==> config.mk <==
export PLATFORM = sky130hd
export DESIGN_NAME = filled_triangle_span_rasterizer
export DESIGN_NICKNAME = d
export VERILOG_FILES = /design/src/sv/ftsr_pkg.sv /design/src/sv/filled_triangle_span_rasterizer.sv /design/src/sv/ftsr_front.sv /design/src/sv/ftsr_back.sv
export SDC_FILE = /design/constraint.sdc
export NUM_CORES = 1
export LEC_CHECK = 0
export ABC_AREA = 1
export BUFFER_PORTS_ARGS = -buffer_cell sky130_fd_sc_hd__buf_2
export CORE_UTILIZATION = 55
export CTS_CLUSTER_SIZE = 25
export DETAILED_ROUTE_END_ITERATION = 6
export GPL_TIMING_DRIVEN = 0
export PLACE_DENSITY = 0.82
export SETUP_SLACK_MARGIN = 0.3
export SYNTH_ARGS = -nofsm -noshare
export SYNTH_HDL_FRONTEND = slang
export SYNTH_SLANG_ARGS = --single-unit
==> constraint.sdc <==
create_clock -name clock -period 5.49 [get_ports clock]
set_input_delay 0.8235 -clock clock [delete_from_list [all_inputs] [get_ports clock]]
set_output_delay 0.8235 -clock clock [all_outputs]
set_load 0.01 [all_outputs]
==> src/sv/ftsr_pkg.sv <==
package ftsr_pkg;

   localparam int FRAC_BITS = 16;
   localparam int ACC_BITS  = 32;
   localparam int STEP_BITS = 28;
   localparam int XW        = 10;
   localparam int YW        = 6;

   typedef struct packed {
      logic [XW-1:0] top_x;
      logic [YW-1:0] top_y;
      logic [XW-1:0] mid_x;
      logic [YW-1:0] mid_y;
      logic [XW-1:0] bot_x;
      logic [YW-1:0] bot_y;
   } tri_type;

endpackage

==> src/sv/filled_triangle_span_rasterizer.sv <==
// filled triangle span rasterizer
// req channel: one triangle per transaction, three vertices in req_tdata
// rsp channel: one span per row from top row to one above bottom row,
//   rsp_tlast marks the final span; flat triangles give no transactions
// a front stage clamps and sorts vertices, drops flat triangles and puts the rest
//   into a two-entry queue; the back stage runs the edge setup and walks the rows
// setup per edge is a restoring divider (long edge, then upper short edge if
//   present, else lower short edge); with an upper short edge, the lower short
//   edge is set up when the walk reaches the middle row
// walking issues one span per cycle while rsp_tready is high, except while the
//   lower short edge is being set up
// when rsp_tready is low the walk holds; the queue keeps taking triangles
//   until both entries are full
// reset clears the FSM state, the output valid and the queue count and pointers; no clearing pass
module filled_triangle_span_rasterizer #(
   parameter int TILE_ROWS = 64,
   parameter int X_BITS    = 10
) (
   input  logic        clock,
   input  logic        reset,
   input  logic        req_tvalid,
   output logic        req_tready,
   // vert_a_x, vert_a_y, vert_b_x, vert_b_y, vert_c_x, vert_c_y
   input  logic [47:0] req_tdata,
   output logic        rsp_tvalid,
   input  logic        rsp_tready,
   // long_edge_x, short_edge_x, span_row, zero pad
   output logic [31:0] rsp_tdata,
   output logic        rsp_tlast
);

   logic              q_valid, q_ready;
   ftsr_pkg::tri_type q_data;
   logic [26:0]       bdata;

   ftsr_front #(.TILE_ROWS(TILE_ROWS), .X_BITS(X_BITS)) u_front (
      .clock, .reset,
      .in_valid(req_tvalid), .in_ready(req_tready), .in_data(req_tdata),
      .q_valid, .q_ready, .q_data
   );

   ftsr_back #(.X_BITS(X_BITS)) u_back (
      .clock, .reset, .q_valid, .q_ready, .q_data,
      .out_valid(rsp_tvalid), .out_ready(rsp_tready), .out_data(bdata)
   );

   assign rsp_tdata = {6'd0, bdata[25:0]};
   assign rsp_tlast = bdata[26];

endmodule

==> src/sv/ftsr_front.sv <==
module ftsr_front #(
   parameter int TILE_ROWS = 64,
   parameter int X_BITS    = 10
) (
   input  logic              clock,
   input  logic              reset,
   input  logic              in_valid,
   output logic              in_ready,
   input  logic [47:0]       in_data,
   output logic              q_valid,
   input  logic              q_ready,
   output ftsr_pkg::tri_type q_data
);

   localparam int XW = ftsr_pkg::XW;
   localparam int YW = ftsr_pkg::YW;
   localparam logic [YW-1:0] YMAX = YW'(TILE_ROWS - 1);
   localparam logic [XW-1:0] XMASK = XW'((1 << X_BITS) - 1);

   logic [XW-1:0] x1, x2, x3, sx1, sx2, sx3;
   logic [YW-1:0] y1, y2, y3, sy1, sy2, sy3;
   ftsr_pkg::tri_type slot_ff [2];
   ftsr_pkg::tri_type tri_in;
   logic [1:0] cnt_ff, cnt_in;
   logic       wp_ff, wp_in, rp_ff, rp_in;
   logic       push, pop;

   always_comb begin
      x1 = in_data[9:0] & XMASK;
      y1 = in_data[15:10];
      x2 = in_data[25:16] & XMASK;
      y2 = in_data[31:26];
      x3 = in_data[41:32] & XMASK;
      y3 = in_data[47:42];
      if (y1 > YMAX) y1 = YMAX;
      if (y2 > YMAX) y2 = YMAX;
      if (y3 > YMAX) y3 = YMAX;
      sx1 = x1; sx2 = x2; sx3 = x3;
      sy1 = y1; sy2 = y2; sy3 = y3;
      if (y1 > y3) begin
         if (y2 < y3) begin
            sx1 = x2; sx2 = x3; sx3 = x1;
            sy1 = y2; sy2 = y3; sy3 = y1;
         end else if (y2 > y1) begin
            sx1 = x3; sx3 = x2; sx2 = x1;
            sy1 = y3; sy3 = y2; sy2 = y1;
         end else begin
            sx1 = x3; sx3 = x1;
            sy1 = y3; sy3 = y1;
         end
      end else begin
         if (y2 < y1) begin
            sx1 = x2; sx2 = x1;
            sy1 = y2; sy2 = y1;
         end else if (y2 > y3) begin
            sx2 = x3; sx3 = x2;
            sy2 = y3; sy3 = y2;
         end
      end
      tri_in = '{sx1, sy1, sx2, sy2, sx3, sy3};
   end

   // flat triangles are dropped here
   assign in_ready = (cnt_ff != 2'd2);
   assign push     = in_valid && in_ready && (sy1 < sy3);
   assign q_valid  = (cnt_ff != 2'd0);
   assign q_data   = slot_ff[rp_ff];
   assign pop      = q_valid && q_ready;

   always_comb begin
      wp_in  = wp_ff ^ push;
      rp_in  = rp_ff ^ pop;
      cnt_in = cnt_ff + {1'b0, push} - {1'b0, pop};
   end

   always_ff @(posedge clock) begin
      if (reset) begin
         cnt_ff <= '0;
         wp_ff  <= 1'b0;
         rp_ff  <= 1'b0;
      end else begin
         cnt_ff <= cnt_in;
         wp_ff  <= wp_in;
         rp_ff  <= rp_in;
      end
      if (push) slot_ff[wp_ff] <= tri_in;
   end

   a_cnt_range: assert property (@(posedge clock) disable iff (reset) cnt_ff <= 2'd2)
      else $error("queue count out of range");
   a_no_push_full: assert property (@(posedge clock) disable iff (reset)
      cnt_ff == 2'd2 |-> !push) else $error("push into full queue");
   a_sorted: assert property (@(posedge clock) disable iff (reset)
      q_valid |-> (q_data.top_y <= q_data.mid_y && q_data.mid_y <= q_data.bot_y
                   && q_data.top_y < q_data.bot_y)) else $error("unsorted triangle");

endmodule

==> src/sv/ftsr_back.sv <==
module ftsr_back #(
   parameter int X_BITS = 10
) (
   input  logic              clock,
   input  logic              reset,
   input  logic              q_valid,
   output logic              q_ready,
   input  ftsr_pkg::tri_type q_data,
   output logic              out_valid,
   input  logic              out_ready,
   output logic [26:0]       out_data
);

   localparam int XW = ftsr_pkg::XW;
   localparam int YW = ftsr_pkg::YW;
   localparam int AW = ftsr_pkg::ACC_BITS;
   localparam int SW = ftsr_pkg::STEP_BITS;
   localparam int DW = 27;            // dividend magnitude bits
   localparam int CW = 5;
   localparam logic [XW-1:0] XHI = XW'((1 << X_BITS) - 1);

   typedef enum logic [4:0] {
      S_IDLE = 5'b00001,
      S_DIV  = 5'b00010,
      S_INIT = 5'b00100,
      S_SPAN = 5'b01000,
      S_WAIT = 5'b10000
   } state_type;

   state_type state_ff, state_in;
   ftsr_pkg::tri_type tri_ff;
   logic [DW-1:0] quo_ff, rem_ff;
   logic [YW-1:0] den_ff;
   logic          neg_ff;
   logic [CW-1:0] dcnt_ff;
   logic [1:0]    dsel_ff;       // 0 long, 1 upper short, 2 lower short
   logic signed [AW-1:0] lacc_ff, sacc_ff;
   logic signed [SW-1:0] lstep_ff, sstep_ff;
   logic [YW-1:0] row_ff;
   logic          lower_ff;
   logic          ov_ff;
   logic [26:0]   od_ff;

   // divider operands for the selected edge
   logic [XW-1:0] xa, xb;
   logic [YW-1:0] ya, yb;
   logic signed [XW:0] dx;
   logic [XW-1:0] adx;
   always_comb begin
      case (dsel_ff)
         2'd0: begin xa = tri_ff.top_x; ya = tri_ff.top_y;
                     xb = tri_ff.bot_x; yb = tri_ff.bot_y; end
         2'd1: begin xa = tri_ff.top_x; ya = tri_ff.top_y;
                     xb = tri_ff.mid_x; yb = tri_ff.mid_y; end
         default: begin xa = tri_ff.mid_x; ya = tri_ff.mid_y;
                     xb = tri_ff.bot_x; yb = tri_ff.bot_y; end
      endcase
      dx  = $signed({1'b0, xb}) - $signed({1'b0, xa});
      adx = dx[XW] ? XW'(-dx) : dx[XW-1:0];
   end

   logic [YW:0]   trial;
   logic [YW-1:0] rsh;
   logic          qbit;
   always_comb begin
      trial = {rem_ff[YW-1:0], quo_ff[DW-1]} - {1'b0, den_ff};
      qbit  = !trial[YW];
      rsh   = qbit ? trial[YW-1:0] : {rem_ff[YW-2:0], quo_ff[DW-1]};
   end

   logic signed [SW-1:0] step_res;
   logic signed [AW-1:0] start_res;
   always_comb begin
      step_res  = neg_ff ? -$signed(SW'(quo_ff)) : $signed(SW'(quo_ff));
      start_res = $signed(AW'({xa, 16'd0})) + AW'(32'sd32768)
                + AW'(step_res >>> 1);
   end

   function automatic logic [XW-1:0] clampx(input logic signed [AW-1:0] a);
      logic signed [AW-1:0] v;
      v = a >>> ftsr_pkg::FRAC_BITS;
      if (v < 0) return '0;
      if (v > $signed(AW'(XHI))) return XHI;
      return v[XW-1:0];
   endfunction

   logic last_row, out_free, emit;
   assign last_row  = (row_ff + 6'd1 == tri_ff.bot_y);
   assign out_free  = !ov_ff || out_ready;
   assign q_ready   = (state_ff == S_IDLE);
   assign out_valid = ov_ff;
   assign out_data  = od_ff;
   assign emit      = (state_ff == S_SPAN) && out_free;

   always_comb begin
      state_in = state_ff;
      case (state_ff)
         S_IDLE: if (q_valid) state_in = S_DIV;
         S_DIV:  if (dcnt_ff == '0) state_in = S_INIT;
         S_INIT: state_in = (dsel_ff == 2'd0) ? S_DIV : S_SPAN;
         S_SPAN: if (emit) begin
            if (last_row) state_in = S_WAIT;
            else if (!lower_ff && row_ff + 6'd1 == tri_ff.mid_y) state_in = S_DIV;
         end
         S_WAIT: if (out_free) state_in = S_IDLE;
         default: state_in = S_IDLE;
      endcase
   end

   always_ff @(posedge clock) begin
      if (reset) begin
         state_ff <= S_IDLE;
         ov_ff    <= 1'b0;
         lower_ff <= 1'b0;
      end else begin
         state_ff <= state_in;
         if (out_free) ov_ff <= emit;
         case (state_ff)
            S_IDLE: lower_ff <= 1'b0;
            S_SPAN: if (emit && !last_row && row_ff + 6'd1 == tri_ff.mid_y)
               lower_ff <= 1'b1;
            default: ;
         endcase
      end
      if (emit) od_ff <= {last_row, row_ff, clampx(sacc_ff), clampx(lacc_ff)};
      case (state_ff)
         S_IDLE: begin
            tri_ff  <= q_data;
            dsel_ff <= 2'd0;
            row_ff  <= q_data.top_y;
         end
         S_INIT: begin
            if (dsel_ff == 2'd0) begin
               lstep_ff <= step_res; lacc_ff <= start_res;
            end else begin
               sstep_ff <= step_res; sacc_ff <= start_res;
            end
         end
         default: ;
      endcase
      // setup sequence: load dividend, run DW steps, commit; repeat per edge
      if (state_in == S_DIV && state_ff != S_DIV) begin
         dcnt_ff <= CW'(DW);
         rem_ff  <= '0;
         if (state_ff == S_SPAN) dsel_ff <= 2'd2;
      end else if (state_ff == S_DIV) begin
         if (dcnt_ff == CW'(DW)) begin
            den_ff <= yb - ya;
            neg_ff <= dx[XW];
            quo_ff <= DW'({adx, 16'd0});
            dcnt_ff <= dcnt_ff - 1'b1;
         end else begin
            quo_ff  <= {quo_ff[DW-2:0], qbit};
            rem_ff  <= DW'(rsh);
            if (dcnt_ff != '0) dcnt_ff <= dcnt_ff - 1'b1;
         end
      end
      // flat top goes straight to the lower short edge
      if (state_ff == S_INIT && dsel_ff == 2'd0) begin
         dsel_ff <= (tri_ff.top_y < tri_ff.mid_y) ? 2'd1 : 2'd2;
      end
      if (emit) begin
         row_ff  <= row_ff + 6'd1;
         lacc_ff <= lacc_ff + AW'(lstep_ff);
         sacc_ff <= sacc_ff + AW'(sstep_ff);
      end
   end

   a_emit_busy: assert property (@(posedge clock) disable iff (reset)
      emit |-> !q_ready) else $error("span while idle");
   a_last_idle: assert property (@(posedge clock) disable iff (reset)
      (emit && last_row) |=> state_ff == S_WAIT) else $error("missed end of triangle");
   a_row_bound: assert property (@(posedge clock) disable iff (reset)
      state_ff == S_SPAN |-> row_ff < tri_ff.bot_y) else $error("row past bottom");

endmodule

# == Word level (Yosys, flattened, before mapping) ==
# Memory sizes are Yosys's and may differ from the RTL's. A register that Yosys moved wholly into a read port is not among the register bits.
# Index checks and enable logic that the tools add are counted.
# word_totals
register_bits,259
latch_bits,0
ram_bits,96
rom_bits,0
in_bits,52
output_inout_bits,35
word_cells,188
mem_count,1
# mem_list
name,depth,width,read_ports,rd_ports_with_merged_regs,write_ports,line,text
u_front.slot_ff,2,48,1,1,1,ftsr_front.sv:22,ftsr_pkg::tri_type slot_ff [2];
# op_classes
addsub,13
mul,0
n_div,0
n_lt_le_gt_ge,14
n_eq_ne,14
shift,0
n_mux,83
n_bitwise,5
reduce_logical,33
# ops
operator,count
10-bit two-way mux,24
32-bit two-way mux,6
6-bit two-way mux,21
32-bit by 28-bit adder with 32-bit output,2
5-bit two-way mux,8
"16-bit by 11-bit > comparator with 1-bit output, second input constant",2
"16-bit by 1-bit < comparator with 1-bit output, second input constant",2
28-bit by 27-bit adder with 29-bit output,1
28-bit two-way mux,1
27-bit negation with 28-bit output,1
"26-bit by 16-bit adder with 27-bit output, second input constant",1
26-bit two-way mux,1
5-bit case mux with 5 select lines,1
6-bit < comparator,4
6-bit > comparator,3
"6-bit > comparator, second input constant",3
2-bit AND reduction,8
1-bit two-way mux,14
6-bit equality test,2
2-bit nonzero test,6
10-bit by 10-bit subtractor with 11-bit output,1
"5-bit by 2-bit equality test with 1-bit output, second input constant",2
"5-bit equality test, second input constant",2
2-bit two-way mux,5
26 further kinds,41

# == Depth between registers and ports, before layout ==
# Gate-level depths: netlist of run 1.
# depth
depth_word,11
ltp_mapped,24
mapped_depth_nobuf,24

# == By module ==
# A second synthesis of run 1 with hierarchy kept.
# unflattened
hier_cells,2693
area_unflattened_um2,22401.5
# modules_own_cells
module,n_inst,cells_per_inst,area_each_um2,seq_area_each_um2
ftsr_back,1,1957,16240.6,7457.2
ftsr_front,1,729,6112.1,2962.8
filled_triangle_span_rasterizer,1,7,48.8,0.0

# == Least setup slack after synthesis of run 1 ==
# Ideal clock, no wire load.
# synth_timing
path_type,input-to-reg
startpoint,in req_tdata[31]
endpoint,"mem u_front.slot_ff[1][0] (netlist bit), enable pin"
setup_time_ns,0.411
t_arrival_ns,4.289
t_required_ns,5.079
path_slack_ns,0.790
path_stages,17
cell_sequence,clkbuf_1 -> ha_1 -> a31o_2 -> nor2_4 -> nand2_8 -> nand3_4 -> inv_4 -> buf_6 -> o211ai_2 -> nand2_2 -> ha_1 -> a21boi_0 -> o21ai_0 -> nor2_1 -> nand2_1 -> a21oi_2 -> ha_1
# synth_via
elab_chain_len,10
elab_cells_between_ends,18
classes_between,order compare: 6; mux: 11; reduce/logical: 1
# synth_rtl
element,line,text
from (decl),filled_triangle_span_rasterizer.sv:24,"input logic [47:0] req_tdata,"
6-bit > comparator,ftsr_front.sv:36,if (y2 > YMAX) y2 = YMAX;
6-bit two-way mux (*),ftsr_front.sv:36,
6-bit > comparator (on tied branches),"ftsr_front.sv:55, ftsr_front.sv:44",
6-bit two-way mux (on tied branches),"ftsr_front.sv:55, ftsr_front.sv:44",
6-bit two-way mux (on tied branches),"ftsr_front.sv:52, ftsr_front.sv:41",
6-bit two-way mux,ftsr_front.sv:40,if (y1 > y3) begin
6-bit < comparator (*),ftsr_front.sv:65,assign push = in_valid && in_ready && (sy1 < sy3);
1-bit logical AND (*),ftsr_front.sv:65,
1-bit two-way mux (*),ftsr_front.sv:86,if (push) slot_ff[wp_ff] <= tri_in;
1-bit two-way mux (not written as such) (*),ftsr_front.sv:86,
to (decl),ftsr_front.sv:22,
# Mark *: on every way between the ends. The rest lies on a longest branch, timed or not.

# == Final worst setup path of run 1 ==
# layout_timing
startpoint,reg u_back.dsel_ff[1]
endpoint,"reg u_back.quo_ff[23], data pin"
# layout_via
elab_cells_between_ends,9
classes_between,add/sub: 2; eq/ne: 1; mux: 4; reduce/logical: 2
# layout_lines
element,line,text
from (decl),ftsr_back.sv:36,logic [1:0] dsel_ff;
from (signal assigned),ftsr_back.sv:160,dsel_ff <= (tri_ff.top_y < tri_ff.mid_y) ? 2'd1 : 2'd2;
2-bit by 1-bit equality test with 1-bit output or 2-bit logical NOT (tied branches),ftsr_back.sv:50,case (dsel_ff)
2-bit OR reduction (no source line),n/a,
10-bit two-way mux,ftsr_back.sv:50,
10-bit by 10-bit subtractor with 11-bit output (*),ftsr_back.sv:58,"dx = $signed({1'b0, xb}) - $signed({1'b0, xa});"
named net u_back.dx[10],ftsr_back.sv:47,logic signed [XW:0] dx;
10-bit two-way mux (*),ftsr_back.sv:59,adx = dx[XW] ? XW'(-dx) : dx[XW-1:0];
26-bit two-way mux (*),ftsr_back.sv:147,if (dcnt_ff == CW'(DW)) begin
to (signal assigned),ftsr_back.sv:150,"quo_ff <= DW'({adx, 16'd0});"
to (signal assigned),ftsr_back.sv:153,"quo_ff <= {quo_ff[DW-2:0], qbit};"
to (decl),ftsr_back.sv:32,"logic [DW-1:0] quo_ff, rem_ff;"
# Mark *: on every way through the listed nets, which the timed path passes. The rest lies on a longest branch.
# A chain may end at the register's enable or synchronous reset.

==> results_dict.tcl, run 1 <==
set metrics [dict create \
    status "finished, final reports clean" \
    intPower_mw 6.478 \
    finalHoldViolations 0 \
    final_antenna_net_count 0 \
    crit_fanout 10 \
    hold_buffers 0 \
    nNetsFinal 2845 \
    max-vdd-ir-drop_mv 0.2650 \
    cts_made_buffers 38 \
    setup_ws_ns 1.014 \
    start_kind "flip-flop" \
    grt_pass1_wl_mm 94.41 \
    m1WireLength_mm 22.63 \
    path_clk_slew_ns 0.07 \
    crit_chain "inv_1 -> nand2_1 -> clkbuf_1 -> clkbuf_1 -> o21ai_0 -> fa_1 -> nand3_1 -> nand3_1 -> nand3_1 -> nand2_1 -> nand2_1 -> nand2_1 -> a21oi_2 -> buf_2 -> nand4_1 -> nand3_1 -> o21ai_0" \
    hp-class "reg -> reg" \
    final_layout_size_suffix_gt1_share_pct 9.848 \
    clock_latency_ns 0.55 \
    met2_length_mm 29.98 \
    die_area_sq_um 40330 \
    ys_ff_latch 355 \
    worst_slew_pin_slew_ns 1.096 \
    critPathCaptureType "flip-flop" \
    postLayoutCoreUtil_pct 62.22 \
    wl_per_cell_um 18.57 \
    maxCapViolCount 0 \
    track_usage_pct 29.62 \
    dpl_cell_area_sq_um 22920 \
    cp.required_ns 5.78 \
    vias_per_cell 5.778 \
    final_area_sq_um 24160 \
    power.share.clock_pct 24.3 \
    critical_path_class "reg -> reg" \
    synth_edf_count 331 \
    first_global_vias 18393 \
    rsz0062_at_grt "no" \
    p_per_area_nw_per_um2 429.2 \
    grt-ovfl-total 0 \
    path_buf_inv 4 \
    final_cell_mix "nand2_1 (630), edfxtp_1 (331), inv_1 (276)" \
    pin_count 87 \
    power_frac_comb_pct 37.5 \
    wl_met3_mm 4.000 \
    seq_power_share_pct 38.2 \
    cts.sinks 355 \
    final_common_cell "nand2_1" \
    die_x_um 200.8 \
    critPathMaxStageDelay_ns 0.54 \
    initialDrtViolationCount 1647 \
    cp_slowest_cell "clkbuf_1" \
    die_h_um 200.8 \
    antenna_cells 0 \
    drc_errors 0 \
    crit_family "buffers and inverters" \
    post_cts_buffers 0 \
    fmax_mhz 223.4 \
    leakage_nw 10.32 \
    fillers 3225 \
    synth_cells 2532 \
    initial_core_util_pct 56.00 \
    portBuffers 78 \
    num_vias 18541 \
    core_area_sq_um 38830 \
    firstDrtPassIters 6 \
    dp_slack_ns 0.6912 \
    synthFlopType "edfxtp_1" \
    switchingPower_mw 3.890 \
    avgSynthCellArea_sq_um 8.587 \
    setup_violations 0 \
    finalMaxSlewViolations 0 \
    cts_resized 0 \
    period_share_pct 81.53 \
    cts_root_buf "clkbuf_16" \
    whs_ns 0.4893 \
    synth_cell_type_count 64 \
    cts.path.max_buffers 3 \
    syn_to_final_growth_pct 11.11 \
    skew_ns 0.03112 \
    htreeDepth 2 \
    place_hpwl_mm 45.85 \
    whs_path_depth 0 \
    top_layer_used "met4" \
    synth_area_sq_um 21740 \
    synthArstFlopShare_pct 0 \
    ys_warn_count 0 \
    fp-row-count 72 \
    grt_antenna_before_repair 0 \
    crit_cells 17 \
    grt_max_degree 53 \
    rr_worst_depth 17 \
    crit_arrival_ns 4.77 \
    cts_tree "done" \
    p_sw_share_pct 37.52 \
    routed_wl_mm 59.59 \
    post-route-min-period_ns 4.476 \
    relSlewSlack_pct 26.80 \
    yosysSeqAreaShare_pct 47.93 \
    place.gp.congestion 1.018 \
]
-- final timing paths --
path / start / to / slack, ns
setup / recovery: u_back.dsel_ff[1]$_DFF_P_ / u_back.quo_ff[23]$_DFFE_PP_ / 1.01
hold / removal: u_back.row_ff[1]$_DFFE_PP_ / u_back.out_data[21]$_DFFE_PP_ / 0.49
setup reg to reg: u_back.dsel_ff[1]$_DFF_P_ / u_back.quo_ff[23]$_DFFE_PP_ / 1.01
hold reg to reg: u_back.row_ff[1]$_DFFE_PP_ / u_back.out_data[21]$_DFFE_PP_ / 0.49
-- per-stage QoR --
step	TNS, ns	cells	total power [mW]
2_1_floorplan	0	2537	6.718
3_3_place_gp	-53.55	3133	7.601
3_5_place_dp	0	3140	7.803
4_1_cts	0	3209	10.33
5_1_grt	0	3209	11.02
6_report	0	3209	10.37
-- power by group through the flow --
stage / sequential [mW] / clock, mW / combinational (mW)
global route: 3.99 / 2.64 / 4.39
finish: 3.96 / 2.52 / 3.89
CTS: 3.95 / 2.54 / 3.84
global placement: 4.00 / 0 / 3.60
floorplan: 3.95 / 0 / 2.77
detailed placement: 4.00 / 0 / 3.80
-- flip-flops by register name (all words and copies together), names as in the netlist --
register	count
u_back.row_ff	6
u_back.dsel_ff	2
u_back.lstep_ff	28
u_back.state_ff	5
u_back.quo_ff	27
u_back.dcnt_ff	5
u_back.out_valid	1
u_front.rp_ff	1
u_back.lacc_ff	32
u_back.lower_ff	1
u_front.slot_ff	96
u_back.tri_ff	48
u_back.out_data	27
u_back.den_ff	6
u_back.rem_ff	6
u_back.sacc_ff	32
u_back.neg_ff	1
u_back.sstep_ff	28
u_front.wp_ff	1
u_front.cnt_ff	2
-- cells by family after synthesis --
family	synth area share (%)
AND/OR/NAND/NOR	20.48
AO/OA/AOI/OAI	14.05
buffers and inverters	7.044
flip-flops	47.93
adder cells (fa/ha/maj)	7.746
XOR/XNOR	2.653
multiplexers	0.09208
other	0.01725
-- cell usage after synthesis (13+ instances only) --
cell	instances	area [sq um]
nor3_1	23	115.1
o22ai_1	13	81.33
nand4_1	37	231.5
buf_2	17	85.08
ha_1	125	1564
o21ai_0	236	1181
xnor2_1	16	140.1
nor2_1	198	743.2
dfxtp_1	24	480.5
nand3_1	94	470.5
xor2_1	48	420.4
edfxtp_1	331	9940
a21oi_1	202	1011
o21ai_1	30	150.1
nand2_1	632	2372
inv_1	276	1036
inv_2	16	60.06
clkbuf_1	40	150.1
-- final cells by class --
cell class              instances  area [sq um]  share of cell area (%)
flip-flops and latches        355         10420                   43.13
clock inverters                21         191.4                  0.7924
well taps                     518         648.1                   2.683
plain buffers                  77         407.9                   1.688
multi-input cells            1807          9827                   40.68
inverters                     298          1125                   4.656
repair buffers                 85         499.2                   2.066
clock buffers                  48          1040                   4.304
-- routing by layer --
| layer | vias up | GRT usage [%] |
|---|---|---|
| met2 | 805 | 53.22 |
| met4 | 0 | 15.73 |
| li1 | 8907 | - |
| met1 | 8624 | 34.66 |
| met3 | 205 | 3.442 |
| met5 | - | 0 |
(Power assumes the default switching activity.)
==> run 2, diff against run 1 <==
==> constraint.sdc (replaced) <==
create_clock -name clock -period 4.38 [get_ports clock]
set_input_delay 0.657 -clock clock [delete_from_list [all_inputs] [get_ports clock]]
set_output_delay 0.657 -clock clock [all_outputs]
set_load 0.01 [all_outputs]
==> results_dict.tcl, run 2 (synthesis results as in run 1) <==
set metrics [dict create \
    status "finished, final reports clean" \
    max-vdd-ir-drop_mv 0.3334 \
    clock_latency_ns 0.55 \
    htreeDepth 2 \
    start_kind "input pin" \
    grt_max_degree 53 \
    grt-ovfl-total 0 \
    place.gp.congestion 1.018 \
    grt_pass1_wl_mm 94.32 \
    first_global_vias 18413 \
    final_layout_size_suffix_gt1_share_pct 11.18 \
    final_common_cell "nand2_1" \
    fp-row-count 72 \
    place_hpwl_mm 45.85 \
    num_vias 18772 \
    crit_arrival_ns 4.10 \
    drc_errors 0 \
    antenna_cells 0 \
    reg_top3 "u_front.slot_ff: 96 flops, u_back.tri_ff: 48 flops" \
    final_antenna_net_count 0 \
    die_h_um 200.8 \
    vias_per_cell 5.814 \
    p_per_area_nw_per_um2 538.2 \
    hp-class "in -> reg" \
    finalMaxSlewViolations 0 \
    die_x_um 200.8 \
    crit_fanout 19 \
    critical_path_class "in -> reg" \
    leakage_nw 10.48 \
    cts.sinks 355 \
    crit_chain "buf_2 -> clkbuf_1 -> ha_1 -> a31o_2 -> nor2_1 -> nand2_1 -> nand2_2 -> buf_6 -> buf_2 -> mux2i_1 -> ha_1 -> nand2_1 -> o21ai_0 -> nor2_1 -> nand2_1 -> a21oi_4 -> ha_4 -> clkbuf_16" \
    final_cell_mix "nand2_1 (629), edfxtp_1 (331), inv_1 (276)" \
    largest_register_ffs 96 \
    final_area_sq_um 24480 \
    crit_family "buffers and inverters" \
    nNetsFinal 2865 \
    worst_slew_pin_slew_ns 1.096 \
    rsz0062_at_grt "yes" \
    cp_slowest_cell "mux2i_1" \
    routed_wl_mm 60.34 \
    maxCapViolCount 0 \
    critPathMaxStageDelay_ns 0.39 \
    pin_count 87 \
    rr_worst_depth 18 \
    cp.required_ns 4.63 \
    fillers 3185 \
    track_usage_pct 29.59 \
    p_total_mw 13.18 \
    grt_antenna_before_repair 0 \
    initialDrtViolationCount 1704 \
    crit_cells 18 \
    dpl_cell_area_sq_um 22920 \
    firstDrtPassIters 6 \
    initial_core_util_pct 56.00 \
    finalHoldViolations 0 \
    relSlewSlack_pct 26.79 \
    core_area_sq_um 38830 \
    fmax_mhz 259.5 \
    path_clk_slew_ns 0.06 \
    wl_per_cell_um 18.69 \
    die_area_sq_um 40330 \
    path_buf_inv 5 \
    cts_tree "done" \
    setup_violations 0 \
    cts_root_buf "clkbuf_16" \
    cts.path.max_buffers 3 \
    cpMostUsedCell "nand2_1" \
    critPathCaptureType "flip-flop" \
    regMostFlops "u_front.slot_ff" \
    whs_path_depth 4 \
    post-route-min-period_ns 3.853 \
    skew_ns 0.03119 \
    cts_made_buffers 38 \
    syn_to_final_growth_pct 12.61 \
    period_share_pct 87.97 \
    portBuffers 78 \
]
==> run 2: changes by cell type in the layout (fill, tap and decap cells not counted), moves of 3 or more <==
cell | before | now
buf_4 | 9 | 27
o21ai_0 | 236 | 230
xor2_1 | 48 | 42
xor2_2 | 1 | 7
clkbuf_1 | 45 | 40
clkbuf_2 | 3 | 8
o21ai_1 | 30 | 33
o21ai_2 | 1 | 4
==> run 2: final cells by class <==
cell class                 instances  area [sq um]  share of cell area (%)
buffer                            77         416.7                   1.702
tap                              518         648.1                   2.647
multi-input combinational       1807          9957                   40.67
inverter                         298          1125                   4.594
clock inverter                    21         191.4                  0.7819
timing repair buffer             105         684.4                   2.795
sequential                       355         10420                   42.56
clock buffer                      48          1040                   4.247
==> run 2: per-layer routing <==
layer  track usage, %  routed length, um
met3            3.474               4004
met5                0                  0
met4            15.89               3136
met2            53.16              30340
met1            34.56              22860
==> run 2: stage by stage <==
stage                     setup WS [ns]  hold WS [ns]  TNS [ns]  std cells  util (%)
after floorplan                 -0.1532        0.4431    -14.71       2537         -
after global placement           -1.652        0.4566   -185.44       3133     58.72
after detailed placement        -0.2523        0.4721    -19.05       3140     59.04
after CTS                        0.2555        0.4518         0       3210     62.26
after global routing             0.2464        0.5006         0       3229     63.06
final                            0.5269        0.4686         0       3229     63.06
==> run 2: worst register-to-register path: cells and delay by family (launching register included) <==
kind | cells | cell delay (ns)
DFF | 1 | 0.43
AOI/OAI and AO/OA | 3 | 0.60
adders and majority gates | 2 | 0.77
and+or+nand+nor | 9 | 0.87
buffers and inverters | 4 | 0.91
==> run 2: path summary, 6_finish.rpt <==
path	from	to	slack, ns
setup reg to reg	u_back.dsel_ff[1]$_DFF_P_	u_back.quo_ff[23]$_DFFE_PP_	0.54
hold reg to reg	u_back.row_ff[1]$_DFFE_PP_	u_back.out_data[21]$_DFFE_PP_	0.49
hold / removal	rsp_tready	u_back.out_valid$_SDFFE_PP0P_	0.47
setup / recovery	req_tdata[15]	u_front.slot_ff[1][8]$_DFFE_PP_	0.53
==> run 2: repair_timing <==
item	in CTS	in global routing
hold buffers	0	0
resized for setup	6	28
buffers inserted	1	17
setup endpoints to repair	93	129
gates cloned	0	2
pin swaps	1	6
==> run 2: where the power goes <==
group | internal [mW] | switching (mW) | total (mW)
Clock | 1.82 | 1.35 | 3.17
Combinational | 1.66 | 3.39 | 5.05
Sequential | 4.73 | 0.230 | 4.96
==> run 3, diff against run 2 <==
--- a/config.mk
+++ b/config.mk
@@ -5,7 +5,6 @@
 export SDC_FILE = /design/constraint.sdc
 export NUM_CORES = 1
 export LEC_CHECK = 0
-export ABC_AREA = 1
 export BUFFER_PORTS_ARGS = -buffer_cell sky130_fd_sc_hd__buf_2
 export CORE_UTILIZATION = 55
 export CTS_CLUSTER_SIZE = 25
==> results_dict.tcl, run 3 <==
set metrics [dict create \
    post-route-min-period_ns 4.518 \
    p_per_area_nw_per_um2 591.9 \
    synthArstFlopShare_pct 0 \
    grt_max_degree 42 \
    leakage_nw 9.663 \
    grt-ovfl-total 0 \
    portBuffers 78 \
    yosysTopAreaCell "edfxtp_1" \
    final_common_cell "edfxtp_1" \
    fmax_mhz 221.3 \
    m1WireLength_mm 20.13 \
    p_sw_share_pct 33.84 \
    cts_tree "done" \
    wl_met3_mm 3.296 \
    synth_area_sq_um 20090 \
    worst_slew_pin_slew_ns 1.269 \
    htreeDepth 2 \
    final_area_sq_um 24690 \
    synth_cell_type_count 79 \
    finalMaxSlewViolations 0 \
    vias_per_cell 6.130 \
    crit_fanout 6 \
    met2_length_mm 26.27 \
    relSlewSlack_pct 15.33 \
    clock_latency_ns 0.53 \
    dpl_cell_area_sq_um 21230 \
    track_usage_pct 27.08 \
    yosysSeqAreaShare_pct 51.87 \
    whs_path_depth 2 \
    nNetsFinal 2227 \
    rsz0062_at_grt "yes" \
    cts.sinks 355 \
    place.gp.congestion 0.9759 \
    setup_ws_ns -0.1382 \
    maxCapViolCount 0 \
    top_layer_used "met4" \
    rr_worst_depth 15 \
    ys_ff_latch 355 \
    r2r_slack_ns -0.14 \
    place_hpwl_mm 34.09 \
    synthFlopType "edfxtp_1" \
    critPathCaptureType "flip-flop" \
    start_kind "flip-flop" \
    wl_per_cell_um 20.71 \
    hold_path_end "u_front.wp_ff$_SDFF_PP0_" \
    intPower_mw 9.671 \
    num_vias 15540 \
    reg_top3 "u_front.slot_ff: 96 flops, u_back.tri_ff: 48 flops" \
    fin_setup_tns_ns -3.454 \
    finalHoldViolations 0 \
    synth_cells 1793 \
    path_clk_slew_ns 0.06 \
    die_h_um 193.1 \
    power.share.clock_pct 23.1 \
    final_antenna_net_count 0 \
    setup_violations 74 \
    crit_path_start "u_back.quo_ff[3]$_SDFFCE_PN0P_" \
    die_area_sq_um 37290 \
    min_from "reset" \
    synth_top_area_share_pct 49.48 \
    violations "DRC, setup timing" \
    die_x_um 193.1 \
    routed_wl_mm 52.50 \
    max-vdd-ir-drop_mv 0.3176 \
    synth_edf_count 331 \
    initial_core_util_pct 56.20 \
    period_share_pct 103.2 \
    fp-row-count 69 \
    skew_ns 0.01731 \
    initialDrtViolationCount 1453 \
    r2r_start "u_back.quo_ff[3]$_SDFFCE_PN0P_" \
    cts.path.max_buffers 3 \
    grt_antenna_before_repair 0 \
    cts_made_buffers 38 \
    rr_endpoint "u_back.lacc_ff[26]$_DFFE_PP_" \
    avgSynthCellArea_sq_um 11.20 \
    ys_warn_count 0 \
    antenna_cells 0 \
    largest_register_ffs 96 \
    crit_arrival_ns 4.75 \
    seq_power_share_pct 35.4 \
    firstDrtPassIters 7 \
    regMostFlops "u_front.slot_ff" \
    power_frac_comb_pct 41.5 \
    first_global_vias 15022 \
    critical_path_class "reg -> reg" \
    core_area_sq_um 35740 \
    drc_errors 28 \
    cts_root_buf "clkbuf_16" \
    cp.required_ns 4.61 \
    final_cell_mix "edfxtp_1 (331), nor2_1 (126), ha_1 (111)" \
    switchingPower_mw 4.947 \
    hold_buffers 0 \
    status "finished with violations" \
    synthTopCellsByArea "edfxtp_1 (49%), ha_1 (7.8%), mux2_2 (3.6%), xnor2_1 (3.5%), o21ai_0 (3.1%)" \
    grt_pass1_wl_mm 78.32 \
    ys_top_cells_by_count "edfxtp_1 (331), nor2_1 (130), o21ai_0 (126)" \
    synth_most_common_cell "edfxtp_1" \
    pin_count 87 \
    final_layout_size_suffix_gt1_share_pct 23.24 \
    hp-class "in -> reg" \
    syn_to_final_growth_pct 22.93 \
]
[run 3: repair_timing]
item | 4_1_cts | 5_1_grt
buffers inserted | 74 | 42
setup endpoints to repair | 135 | 137
gates resized for setup | 154 | 83
pin swaps | 37 | 54
gates cloned | 8 | 0
[run 3: how the worst max path moves through the flow]
stage | end | slack (ns) | cells after the start
detailed placement | u_front.slot_ff[1][31]$_DFFE_PP_ | -1.33 | 20
global placement | u_front.slot_ff[1][31]$_DFFE_PP_ | -1.26 | 20
global route | u_front.slot_ff[1][29]$_DFFE_PP_ | -0.29 | 26
floorplan | u_front.slot_ff[0][0]$_DFFE_PP_ | -0.24 | 20
CTS | u_front.slot_ff[1][10]$_DFFE_PP_ | -0.12 | 25
finish | u_back.lacc_ff[26]$_DFFE_PP_ | -0.14 | 15
[run 3: cell type report]
class | count | area, sq um
Inverter | 119 | 454.2
Fill cell | 2407 | 11050
Timing Repair Buffer | 206 | 1838
Tap cell | 461 | 576.8
Clock inverter | 19 | 232.7
Sequential cell | 355 | 10420
Buffer | 62 | 350.3
Clock buffer | 51 | 1074
Multi-Input combinational cell | 1262 | 9749
[run 3: power by group through the flow]
stage | registers (mW) | logic, mW | clock network [mW]
3_5_place_dp | 5.21 | 4.48 | 0
6_report | 5.17 | 6.07 | 3.38
5_1_grt | 5.21 | 6.57 | 3.53
2_1_floorplan | 5.09 | 3.47 | 0
3_3_place_gp | 5.18 | 4.29 | 0
4_1_cts | 5.14 | 5.45 | 3.38
[run 3: logic make-up (layout without fill, tap and decap cells)]
kind of cell / Yosys count / in the layout / synth area share [%]
compound gates: 469 / 469 / 15.09
simple gates: 430 / 430 / 10.29
flops: 355 / 355 / 51.87
buf+inv: 181 / 457 / 3.500
fa+ha+maj: 133 / 133 / 8.483
xor+xnor: 130 / 130 / 5.668
mux: 94 / 94 / 5.083
other cells: 1 / 6 / 0.01867
[run 3: per-layer routing]
layer	vias up	global-route usage, %
met1	7428	32.46
met3	202	3.167
met4	0	12.11
met5	-	0
li1	7173	-
met2	737	48.70
[run 3: critical path, stage by stage, from the launching register on]
cell      delay, ns
edfxtp_1       0.46
or4_4          0.55
or4_4          0.55
or3_4          0.38
o31ai_2        0.25
xnor2_1        0.20
ha_1           0.34
o21a_1         0.24
o21ai_2        0.20
a21boi_1       0.12
o21ai_2        0.19
a21oi_4        0.06
a221oi_2       0.30
xnor2_1        0.12
nor2_2         0.18
a21oi_1        0.07
[run 3: stage by stage]
stage / power (mW) / setup slack [ns] / utilization, % / std cells / hold WS, ns
after floorplan: 8.565 / -0.2379 / - / 1798 / 0.4489
after global placement: 9.474 / -1.260 / 59.23 / 2337 / 0.4633
after detailed placement: 9.682 / -1.333 / 59.40 / 2341 / 0.4612
after CTS: 13.97 / -0.1226 / 67.17 / 2493 / 0.3932
after global routing: 15.31 / -0.2943 / 69.09 / 2535 / 0.4325
final: 14.62 / -0.1382 / 69.09 / 2535 / 0.4223
